<file path="src/hw/rtl/uart_tx_rx_ring_buffers_core_defines.svh">
// Assertion macros shared by the ring buffer RTL.
// Included by modules that check their own logic; depends on nothing.
`ifndef UART_TX_RX_RING_BUFFERS_CORE_DEFINES_SVH
`define UART_TX_RX_RING_BUFFERS_CORE_DEFINES_SVH

// Check that a condition implies a consequence in the same cycle.
`define UTRB_ASSERT_NOW(label, clock, reset, cond, cons) \
  label: assert property (@(posedge clock) disable iff (reset) (cond) |-> (cons)) \
    else $error("utrb check failed");

// Check that a condition implies a consequence in the next cycle.
`define UTRB_ASSERT_NEXT(label, clock, reset, cond, cons) \
  label: assert property (@(posedge clock) disable iff (reset) (cond) |=> (cons)) \
    else $error("utrb check failed");

`endif

</file>
<file path="src/hw/rtl/utrb_pkg.sv">
// Shared types and constants for the UART ring buffer block.
// Used by utrb_ctrl, utrb_dp and the top level; depends on nothing.
package utrb_pkg;

  localparam int TX_DEPTH_DEF = 128;
  localparam int RX_DEPTH_DEF = 128;
  localparam int BYTE_W       = 8;
  localparam int LEVEL_W      = 8;
  localparam int CFG_IDX_W    = 2;

  // Request operation codes
  typedef enum logic [2:0] {
    OP_PUSH    = 3'd0,
    OP_POP     = 3'd1,
    OP_TX_EMPTY = 3'd2,
    OP_RX_BYTE = 3'd3,
    OP_TX_DONE = 3'd4
  } op_t;

  // Configuration register indexes
  typedef enum logic [CFG_IDX_W-1:0] {
    CFG_RX_START   = 2'd0,
    CFG_TX_DRAINED = 2'd1,
    CFG_TX_IDLE    = 2'd2
  } cfg_idx_t;

  // Controller states
  typedef enum logic [1:0] {
    ST_IDLE = 2'd0,
    ST_READ = 2'd1,
    ST_EXEC = 2'd2
  } state_t;

  // Commands from controller to datapath
  typedef struct packed {
    logic load;
    logic read;
    logic exec;
  } cmd_t;

endpackage

</file>
<file path="src/hw/rtl/utrb_ctrl.sv">
// Controller state machine for the UART ring buffer block.
// Sequences load, memory read and update; owns both handshakes. Uses utrb_pkg.
module utrb_ctrl (
  input  logic            clk,
  input  logic            rst,
  input  logic            in_valid,
  output logic            in_stall,
  output logic            out_valid,
  input  logic            out_stall,
  output utrb_pkg::cmd_t  cmd
);
  import utrb_pkg::*;

  state_t state, state_next;
  logic   out_valid_next;

  // State and result-valid registers
  always_ff @(posedge clk) begin
    if (rst) begin
      state     <= ST_IDLE;
      out_valid <= 1'b0;
    end else begin
      state     <= state_next;
      out_valid <= out_valid_next;
    end
  end

  // Next state and commands
  always_comb begin
    state_next = state;
    in_stall   = 1'b1;
    cmd        = '0;
    case (state)
      ST_IDLE: begin
        // hold off requests during reset
        in_stall = rst;
        if (in_valid && !rst) begin
          cmd.load   = 1'b1;
          state_next = ST_READ;
        end
      end
      ST_READ: begin
        cmd.read   = 1'b1;
        state_next = ST_EXEC;
      end
      ST_EXEC: begin
        // hold until the output register is free or being emptied
        if (!out_valid || !out_stall) begin
          cmd.exec   = 1'b1;
          state_next = ST_IDLE;
        end
      end
      default: begin
        state_next = ST_IDLE;
      end
    endcase
  end

  // Set on update, drop when the result is taken
  always_comb begin
    if (cmd.exec) begin
      out_valid_next = 1'b1;
    end else if (out_valid && !out_stall) begin
      out_valid_next = 1'b0;
    end else begin
      out_valid_next = out_valid;
    end
  end

endmodule

</file>
<file path="src/hw/rtl/utrb_dp.sv">
// Datapath for the UART ring buffer block: byte memories, pointers, counts,
// notification registers and result registers. Uses utrb_pkg and the defines header.
`include "uart_tx_rx_ring_buffers_core_defines.svh"

module utrb_dp #(
  parameter int TX_DEPTH = utrb_pkg::TX_DEPTH_DEF,
  parameter int RX_DEPTH = utrb_pkg::RX_DEPTH_DEF
) (
  input  logic                            clk,
  input  logic                            rst,
  input  utrb_pkg::cmd_t                  cmd,
  input  logic [2:0]                      operation,
  input  logic [utrb_pkg::BYTE_W-1:0]     byte_in,
  input  logic                            cfg_we,
  input  logic [utrb_pkg::CFG_IDX_W-1:0]  cfg_index,
  input  logic                            cfg_data,
  output logic                            accepted,
  output logic [utrb_pkg::BYTE_W-1:0]     byte_out,
  output logic                            line_send,
  output logic                            rx_started,
  output logic                            tx_drained,
  output logic                            tx_idle,
  output logic                            rx_lost,
  output logic [utrb_pkg::LEVEL_W-1:0]    tx_level,
  output logic [utrb_pkg::LEVEL_W-1:0]    rx_level
);
  import utrb_pkg::*;

  localparam int TX_AW = $clog2(TX_DEPTH);
  localparam int RX_AW = $clog2(RX_DEPTH);
  localparam int TX_CW = $clog2(TX_DEPTH + 1);
  localparam int RX_CW = $clog2(RX_DEPTH + 1);
  localparam logic [TX_CW-1:0] TX_FULL = TX_CW'(TX_DEPTH);
  localparam logic [RX_CW-1:0] RX_FULL = RX_CW'(RX_DEPTH);
  localparam logic [TX_AW-1:0] TX_LAST = TX_AW'(TX_DEPTH - 1);
  localparam logic [RX_AW-1:0] RX_LAST = RX_AW'(RX_DEPTH - 1);
  localparam logic [TX_CW:0]   TX_WRAP = (TX_CW + 1)'(TX_DEPTH);
  localparam logic [RX_CW:0]   RX_WRAP = (RX_CW + 1)'(RX_DEPTH);

  // Byte memories
  logic [BYTE_W-1:0] tx_mem [TX_DEPTH];
  logic [BYTE_W-1:0] rx_mem [RX_DEPTH];
  logic [BYTE_W-1:0] tx_rd, rx_rd;

  // Request registers
  op_t               op_q;
  logic [BYTE_W-1:0] byte_q;

  // Ring state
  logic [TX_AW-1:0] tx_head, tx_head_next;
  logic [TX_CW-1:0] tx_count, tx_count_next;
  logic [RX_AW-1:0] rx_head, rx_head_next;
  logic [RX_CW-1:0] rx_count, rx_count_next;
  logic             tx_space_armed, tx_space_armed_next;
  logic             tx_done_armed, tx_done_armed_next;

  // Notification enables
  logic notify_rx_start_on, notify_tx_drained_on, notify_tx_idle_on;

  // Addresses
  logic [TX_CW:0]   tx_wr_sum;
  logic [TX_AW-1:0] tx_wr_addr;
  logic [RX_CW:0]   rx_rd_sum;
  logic [RX_AW-1:0] rx_rd_addr;
  logic             tx_wr_en, rx_wr_en;

  // Result values
  logic              accepted_next, line_send_next, rx_started_next;
  logic              tx_drained_next, tx_idle_next, rx_lost_next;
  logic [BYTE_W-1:0] byte_out_next;

  // Updates on a full ring
  logic exec_rx_full, exec_tx_full;

  // Tail of transmit ring, oldest unread receive slot
  always_comb begin
    tx_wr_sum = {{(TX_CW + 1 - TX_AW){1'b0}}, tx_head} + {1'b0, tx_count};
    if (tx_wr_sum >= TX_WRAP) begin
      tx_wr_sum = tx_wr_sum - TX_WRAP;
    end
    tx_wr_addr = tx_wr_sum[TX_AW-1:0];
    rx_rd_sum = {{(RX_CW + 1 - RX_AW){1'b0}}, rx_head} + RX_WRAP - {1'b0, rx_count};
    if (rx_rd_sum >= RX_WRAP) begin
      rx_rd_sum = rx_rd_sum - RX_WRAP;
    end
    rx_rd_addr = rx_rd_sum[RX_AW-1:0];
  end

  // Latch the request
  always_ff @(posedge clk) begin
    if (cmd.load) begin
      op_q   <= op_t'(operation);
      byte_q <= byte_in;
    end
  end

  // Transmit memory
  always_ff @(posedge clk) begin
    if (tx_wr_en) begin
      tx_mem[tx_wr_addr] <= byte_q;
    end
    if (cmd.read) begin
      tx_rd <= tx_mem[tx_head];
    end
  end

  // Receive memory
  always_ff @(posedge clk) begin
    if (rx_wr_en) begin
      rx_mem[rx_head] <= byte_q;
    end
    if (cmd.read) begin
      rx_rd <= rx_mem[rx_rd_addr];
    end
  end

  // Work out the update for the latched request
  always_comb begin
    tx_head_next        = tx_head;
    tx_count_next       = tx_count;
    rx_head_next        = rx_head;
    rx_count_next       = rx_count;
    tx_space_armed_next = tx_space_armed;
    tx_done_armed_next  = tx_done_armed;
    tx_wr_en            = 1'b0;
    rx_wr_en            = 1'b0;
    accepted_next       = 1'b0;
    byte_out_next       = '0;
    line_send_next      = 1'b0;
    rx_started_next     = 1'b0;
    tx_drained_next     = 1'b0;
    tx_idle_next        = 1'b0;
    rx_lost_next        = 1'b0;
    case (op_q)
      OP_PUSH: begin
        if (tx_count != TX_FULL) begin
          tx_wr_en      = cmd.exec;
          tx_count_next = tx_count + 1'b1;
          accepted_next = 1'b1;
        end
        tx_space_armed_next = 1'b1;
        tx_done_armed_next  = 1'b1;
      end
      OP_POP: begin
        if (rx_count != '0) begin
          byte_out_next = rx_rd;
          rx_count_next = rx_count - 1'b1;
          accepted_next = 1'b1;
        end
      end
      OP_TX_EMPTY: begin
        if (tx_space_armed) begin
          if (tx_count != '0) begin
            byte_out_next   = tx_rd;
            line_send_next  = 1'b1;
            tx_count_next   = tx_count - 1'b1;
            tx_head_next    = (tx_head == TX_LAST) ? '0 : tx_head + 1'b1;
            tx_drained_next = (tx_count == TX_CW'(1)) && notify_tx_drained_on;
          end else begin
            tx_space_armed_next = 1'b0;
          end
        end
      end
      OP_RX_BYTE: begin
        rx_wr_en     = cmd.exec;
        rx_head_next = (rx_head == RX_LAST) ? '0 : rx_head + 1'b1;
        if (rx_count != RX_FULL) begin
          rx_count_next = rx_count + 1'b1;
        end else begin
          rx_lost_next = 1'b1;
        end
        rx_started_next = (rx_count == '0) && notify_rx_start_on;
      end
      OP_TX_DONE: begin
        if (tx_done_armed && (tx_count == '0) && notify_tx_idle_on) begin
          tx_idle_next       = 1'b1;
          tx_done_armed_next = 1'b0;
        end
      end
      default: begin
      end
    endcase
  end

  // Ring state and configuration registers
  always_ff @(posedge clk) begin
    if (rst) begin
      tx_head              <= '0;
      tx_count             <= '0;
      rx_head              <= '0;
      rx_count             <= '0;
      tx_space_armed       <= 1'b0;
      tx_done_armed        <= 1'b0;
      notify_rx_start_on   <= 1'b1;
      notify_tx_drained_on <= 1'b1;
      notify_tx_idle_on    <= 1'b1;
    end else begin
      if (cmd.exec) begin
        tx_head        <= tx_head_next;
        tx_count       <= tx_count_next;
        rx_head        <= rx_head_next;
        rx_count       <= rx_count_next;
        tx_space_armed <= tx_space_armed_next;
        tx_done_armed  <= tx_done_armed_next;
      end
      if (cfg_we) begin
        case (cfg_idx_t'(cfg_index))
          CFG_RX_START:   notify_rx_start_on   <= cfg_data;
          CFG_TX_DRAINED: notify_tx_drained_on <= cfg_data;
          CFG_TX_IDLE:    notify_tx_idle_on    <= cfg_data;
          default: begin
          end
        endcase
      end
    end
  end

  // Result registers
  always_ff @(posedge clk) begin
    if (cmd.exec) begin
      accepted   <= accepted_next;
      byte_out   <= byte_out_next;
      line_send  <= line_send_next;
      rx_started <= rx_started_next;
      tx_drained <= tx_drained_next;
      tx_idle    <= tx_idle_next;
      rx_lost    <= rx_lost_next;
      tx_level   <= LEVEL_W'(tx_count_next);
      rx_level   <= LEVEL_W'(rx_count_next);
    end
  end

  // Flag an update on a full ring
  assign exec_rx_full = cmd.exec && (op_q == OP_RX_BYTE) && (rx_count == RX_FULL);
  assign exec_tx_full = cmd.exec && (op_q == OP_PUSH) && (tx_count == TX_FULL);

  `UTRB_ASSERT_NOW(a_tx_bound, clk, rst, 1'b1, tx_count <= TX_FULL)
  `UTRB_ASSERT_NOW(a_rx_bound, clk, rst, 1'b1, rx_count <= RX_FULL)
  `UTRB_ASSERT_NEXT(a_rx_sat, clk, rst, exec_rx_full, rx_count == RX_FULL && rx_lost)
  `UTRB_ASSERT_NEXT(a_tx_refuse, clk, rst, exec_tx_full, tx_count == TX_FULL && !accepted)

endmodule

</file>
<file path="src/hw/rtl/uart_tx_rx_ring_buffers_core.sv">
// Top level of the UART transmit/receive ring buffer block.
// Joins utrb_ctrl and utrb_dp; uses utrb_pkg.
//
//   channel  direction  handshake            payload
//   in       to block   in_valid / in_stall  operation, byte_in
//   out      from block out_valid / out_stall accepted, byte_out, line_send, flags, levels
//   cfg      to block   cfg_we               cfg_index, cfg_data
//
// Each request has three steps: accept, memory read, update into the result register.
// A new request is taken only after the current one is updated; the controller holds the input
// while the registered memory read and the update of the current request run.
// The update waits while an earlier result is still held in the output register.
// Reset clears pointers, counts, arming bits and the controller; memories are not cleared.
module uart_tx_rx_ring_buffers_core #(
  parameter int TX_DEPTH = utrb_pkg::TX_DEPTH_DEF,
  parameter int RX_DEPTH = utrb_pkg::RX_DEPTH_DEF
) (
  input  logic                            clk,
  input  logic                            rst,
  input  logic                            in_valid,
  output logic                            in_stall,
  input  logic [2:0]                      operation,
  input  logic [utrb_pkg::BYTE_W-1:0]     byte_in,
  output logic                            out_valid,
  input  logic                            out_stall,
  output logic                            accepted,
  output logic [utrb_pkg::BYTE_W-1:0]     byte_out,
  output logic                            line_send,
  output logic                            rx_started,
  output logic                            tx_drained,
  output logic                            tx_idle,
  output logic                            rx_lost,
  output logic [utrb_pkg::LEVEL_W-1:0]    tx_level,
  output logic [utrb_pkg::LEVEL_W-1:0]    rx_level,
  input  logic                            cfg_we,
  input  logic [utrb_pkg::CFG_IDX_W-1:0]  cfg_index,
  input  logic                            cfg_data
);
  import utrb_pkg::*;

  cmd_t cmd;

  utrb_ctrl u_ctrl (
    .clk       (clk),
    .rst       (rst),
    .in_valid  (in_valid),
    .in_stall  (in_stall),
    .out_valid (out_valid),
    .out_stall (out_stall),
    .cmd       (cmd)
  );

  utrb_dp #(
    .TX_DEPTH (TX_DEPTH),
    .RX_DEPTH (RX_DEPTH)
  ) u_dp (
    .clk        (clk),
    .rst        (rst),
    .cmd        (cmd),
    .operation  (operation),
    .byte_in    (byte_in),
    .cfg_we     (cfg_we),
    .cfg_index  (cfg_index),
    .cfg_data   (cfg_data),
    .accepted   (accepted),
    .byte_out   (byte_out),
    .line_send  (line_send),
    .rx_started (rx_started),
    .tx_drained (tx_drained),
    .tx_idle    (tx_idle),
    .rx_lost    (rx_lost),
    .tx_level   (tx_level),
    .rx_level   (rx_level)
  );

endmodule

</file>
<file path="config.mk">
export PLATFORM = sky130hd
export DESIGN_NAME = uart_tx_rx_ring_buffers_core
export DESIGN_NICKNAME = d
export VERILOG_FILES = /design/src/hw/rtl/utrb_pkg.sv /design/src/hw/rtl/utrb_ctrl.sv /design/src/hw/rtl/utrb_dp.sv /design/src/hw/rtl/uart_tx_rx_ring_buffers_core.sv
export VERILOG_INCLUDE_DIRS = /design/src /design/src/hw/rtl
export SDC_FILE = /design/constraint.sdc
export NUM_CORES = 2
export LEC_CHECK = 0
export CAP_MARGIN = 20
export CELL_PAD_IN_SITES_DETAIL_PLACEMENT = 1
export CELL_PAD_IN_SITES_GLOBAL_PLACEMENT = 2
export CORE_MARGIN = 10
export CORE_UTILIZATION = 46
export DETAILED_ROUTE_END_ITERATION = 8
export DONT_BUFFER_PORTS = 1
export HOLD_SLACK_MARGIN = 0.06
export PLACE_DENSITY_LB_ADDON = 0.1
export SLEW_MARGIN = 10
export SYNTH_ARGS = -nofsm -noshare
export SYNTH_HDL_FRONTEND = slang
export SYNTH_SLANG_ARGS = --single-unit
export TNS_END_PERCENT = 30
</file>
<file path="constraint.sdc">
create_clock -name clk -period 4.27 [get_ports clk]
set_clock_uncertainty 0.15 [all_clocks]
set_input_delay 0.6405 -clock clk [delete_from_list [all_inputs] [get_ports clk]]
set_output_delay 0.6405 -clock clk [all_outputs]
set_load 0.05 [all_outputs]
</file>
==> summary.md <==
| Metric | Value |
|---|---|
| Crit share post-route | `96.2%` |
| Net Count, Synth | `4016` |
| Worst-margin pin slew | `1.34 ns` |
| Post-Synthesis Cell Area | `0.0841 sq mm` |
| Port bufs | `0` |
| Crit end category | `flip-flop` |
| CTS H-Tree Depth | `4` |
| Filler-free cell count of the finished design | `6875` |
| Crit path time final | `4.11 ns` |
| Post-Place Cells | `6440` |
| Maximum vdd drop | `426 uV` |
| Vias per cell | `5.94` |
| Die Footprint | `0.200 sq mm` |
| TNS Setup | `0 ns` |
| P per Cell Area | `451 mW/mm^2` |
| Worst-path fanout max | `37` |
| Ports | `51` |
| Final hold violation count | `0` |
| Seq/Total Area, Yosys | `76.0%` |
| First-pass GRT wire length | `315000 microns` |
| Synth cell types | `62` |
| Worst Setup Start Kind | `flip-flop` |
| Syn Inst Count | `3974` |
| RSZ-0062 raised after global routing | `false` |
| CTS tree | `built` |
| Initial DRC Count | `4550` |
| Maximum clock path buffer count | `3` |
| Final setup fails | `0` |
| Ys Warns | `0` |
| Vias | `40800` |
| ANT nets after route | `0` |
| Worst-path cell chain | `inv_1, ha_4, fa_4, xnor2_2, buf_12, buf_12, buf_4, nor2_2, a221oi_1, o22ai_1, a211oi_1` |
| Leading post-synthesis cells by cell area | `edfxtp_1 75%, mux4_2 16%, nor2_1 1.6%, mux2i_1 1.2%, dfxtp_1 0.90%` |
| FF/Latch Area | `0.0640 sq mm` |
| Fraction of layout cells with a size suffix above 1 | `27.4%` |
| Max Cap Violations | `0` |
| Worst min path class | `primary input to flip-flop` |
| Leakage | `30.0 nW` |
| CTS root buffer | `clkbuf_16` |
| Slowest-stage cell, CP | `nor2_2` |
| Avg WL per Cell | `31.8 microns` |
| Worst EP required | `4.67 ns` |
| DRC Markers | `0` |
| Initial Util | `46.4%` |
| Vias in the first global route | `42700` |
| Finished Core Util | `53.1%` |
| Max incr delay on CP | `0.77 ns` |
| Total grt overflow | `0` |
| FILL cells | `15600` |
| Core area | `0.181 sq mm` |
| NumNets Final | `4358` |
| Die width | `448 microns` |
| HPWL after DPL | `135000 microns` |
| Slew Limit Fails | `0` |
| Initial antenna violation count | `8` |
| CP dominant cell by count | `buf_12` |
| Number of flops mapped to enable cells by yosys | `2105` |
| FF+latch count, synth | `2143` |
| Gr usage total | `21.8%` |
| Ys flop type | `edfxtp_1` |
| Cell accounting for the most synthesized area | `edfxtp_1` |
| Pin count of the biggest net entering global routing | `217` |
| Worst-path clk slew | `0.06 ns` |
| Area grow syn2layout | `14.4%` |
| Fmax | `0.243 GHz` |
| Arr. time, crit path | `4.51 ns` |
| Status | `finished, final reports clean` |
| Cell Rows | `156` |
| Inserted Clock Buffers | `219` |
| Multi-input logic area | `0.0192 sq mm` |
| Max-slew headroom | `10.7%` |
| CTS sink cnt | `2143` |
| Most frequent cell after synthesis | `edfxtp_1` |
| Chip Height | `448 microns` |
| Post-CTS Setup Repair Bufs | `0` |
| Post-synth ARST share | `0%` |
| Routability cong. | `0.801` |
| Synth cell count leaders | `2105 x edfxtp_1, 583 x mux4_2, 348 x nor2_1` |
| Final Routed Wirelength | `218000 microns` |
| TritonRoute pass-1 iters | `7` |
| Yosys top cell area share | `75.1%` |
| Worst setup path category | `flip-flop to flip-flop` |
| Avg Inst Size Synth | `21.2 sq um` |
| Clock Latency Late Sink | `0.85 ns` |
-- layout make-up --
| class | instances | area share, % |
|---|---|---|
| inverter | 24 | 0.0936 |
| clock buffer | 280 | 6.03 |
| multi-input combinational | 1596 | 19.9 |
| timing repair buffer | 332 | 3.13 |
| clock inverter | 128 | 1.30 |
| tap | 2370 | 3.08 |
| antenna | 2 | 0.00520 |
| sequential | 2143 | 66.5 |
-- logic make-up (layout without fill, tap and decap cells) --
family	after synthesis	in the layout	share of synthesized area, %
other	0	2	0
buffers and inverters	235	764	1.28
adders and majority gates	23	23	0.360
AOI/OAI and AO/OA	219	219	1.80
muxes	703	703	17.1
and+or+nand+nor	618	618	3.10
DFF	2143	2143	76.0
xor gates and xnor gates	33	33	0.375
-- flip-flops by register name, summed over array words and instances, names as in the netlist, 2 cells and up --
register	cells
u_ctrl.state	2
u_dp.byte_out	8
u_dp.byte_q	8
u_dp.op_q	3
u_dp.rx_count	8
u_dp.rx_head	7
u_dp.rx_level	8
u_dp.rx_mem	1024
u_dp.rx_rd	8
u_dp.tx_count	8
u_dp.tx_head	7
u_dp.tx_level	8
u_dp.tx_mem	1024
u_dp.tx_rd	8
-- power by group --
| part | switching (mW) | leakage, nW | internal (mW) |
|---|---|---|---|
| sequential | 0.0556 | 19.3 | 23.0 |
| clock | 7.99 | 3.44 | 10.9 |
| combinational | 0.882 | 7.28 | 0.527 |
-- worst max-delay path, delay by kind of cell (launching register included) --
kind | cells | cell delay, ns
AO/OA/AOI/OAI | 3 | 1.03
AND/OR/NAND/NOR | 1 | 0.77
buffers and inverters | 4 | 0.67
adder cells (fa/ha/maj) | 2 | 0.63
flip-flops | 1 | 0.32
XOR/XNOR | 1 | 0.18
-- metrics by stage --
| step | cell area [sq um] | worst slack (ns) | hold slack, ns | power [mW] |
|---|---|---|---|---|
| 2_1_floorplan | 84100 | 0.0743 | 0.299 | 24.4 |
| 4_1_cts | 96200 | 0.239 | 0.122 | 43.8 |
| 5_1_grt | 96300 | 0.00173 | 0.193 | 44.7 |
| 3_3_place_gp | 88900 | 0.227 | 0.301 | 24.9 |
| 3_5_place_dp | 88900 | 0.243 | 0.311 | 24.9 |
| 6_report | 96300 | 0.161 | 0.219 | 43.4 |
-- what timing repair did --
item | 4_1_cts | 5_1_grt
hold buffers | 23 | 0
resized for setup | 0 | 1
hold endpoints to repair | 49 | 0
setup endpoints to repair | 0 | 1
-- routing by layer --
layer,share of wire [%],global-route usage [%],up-vias
met3,7.1,4.64,287
li1,-,-,17200
met2,46,32.9,1283
met1,45,32.3,22000
met5,0.0060,0,-
met4,2.4,5.86,2
-- placed cells by master, fill, tap and decap left out, types with 21 or more instances in the layout --
cell              n
nor2b_1          24
a22oi_1          24
clkinv_2         34
inv_1            23
clkinv_1         56
mux2i_1          99
nand3_1          37
dlygate4sd3_1    22
mux2_2           21
a21oi_1          42
nor2_1          346
edfxtp_1       2105
clkbuf_16       222
dfxtp_1          32
mux4_2          583
a211oi_1         36
clkbuf_1         55
nand2_1         137
bufinv_16        22
buf_12           37
buf_4           271
-- worst paths after layout --
kind / from / endpoint / slack [ns] / cells past startpoint
max: u_dp.rx_head[0] / u_dp.rx_rd[0] / 0.16 / 11
min: rst / u_ctrl.state[0] / 0.22 / 2
max reg2reg: u_dp.rx_head[0] / u_dp.rx_rd[0] / 0.16 / 11
min reg2reg: u_dp.tx_done_armed / u_dp.tx_done_armed / 0.32 / 2
No activity file was read; power rests on OpenSTA's default activity.
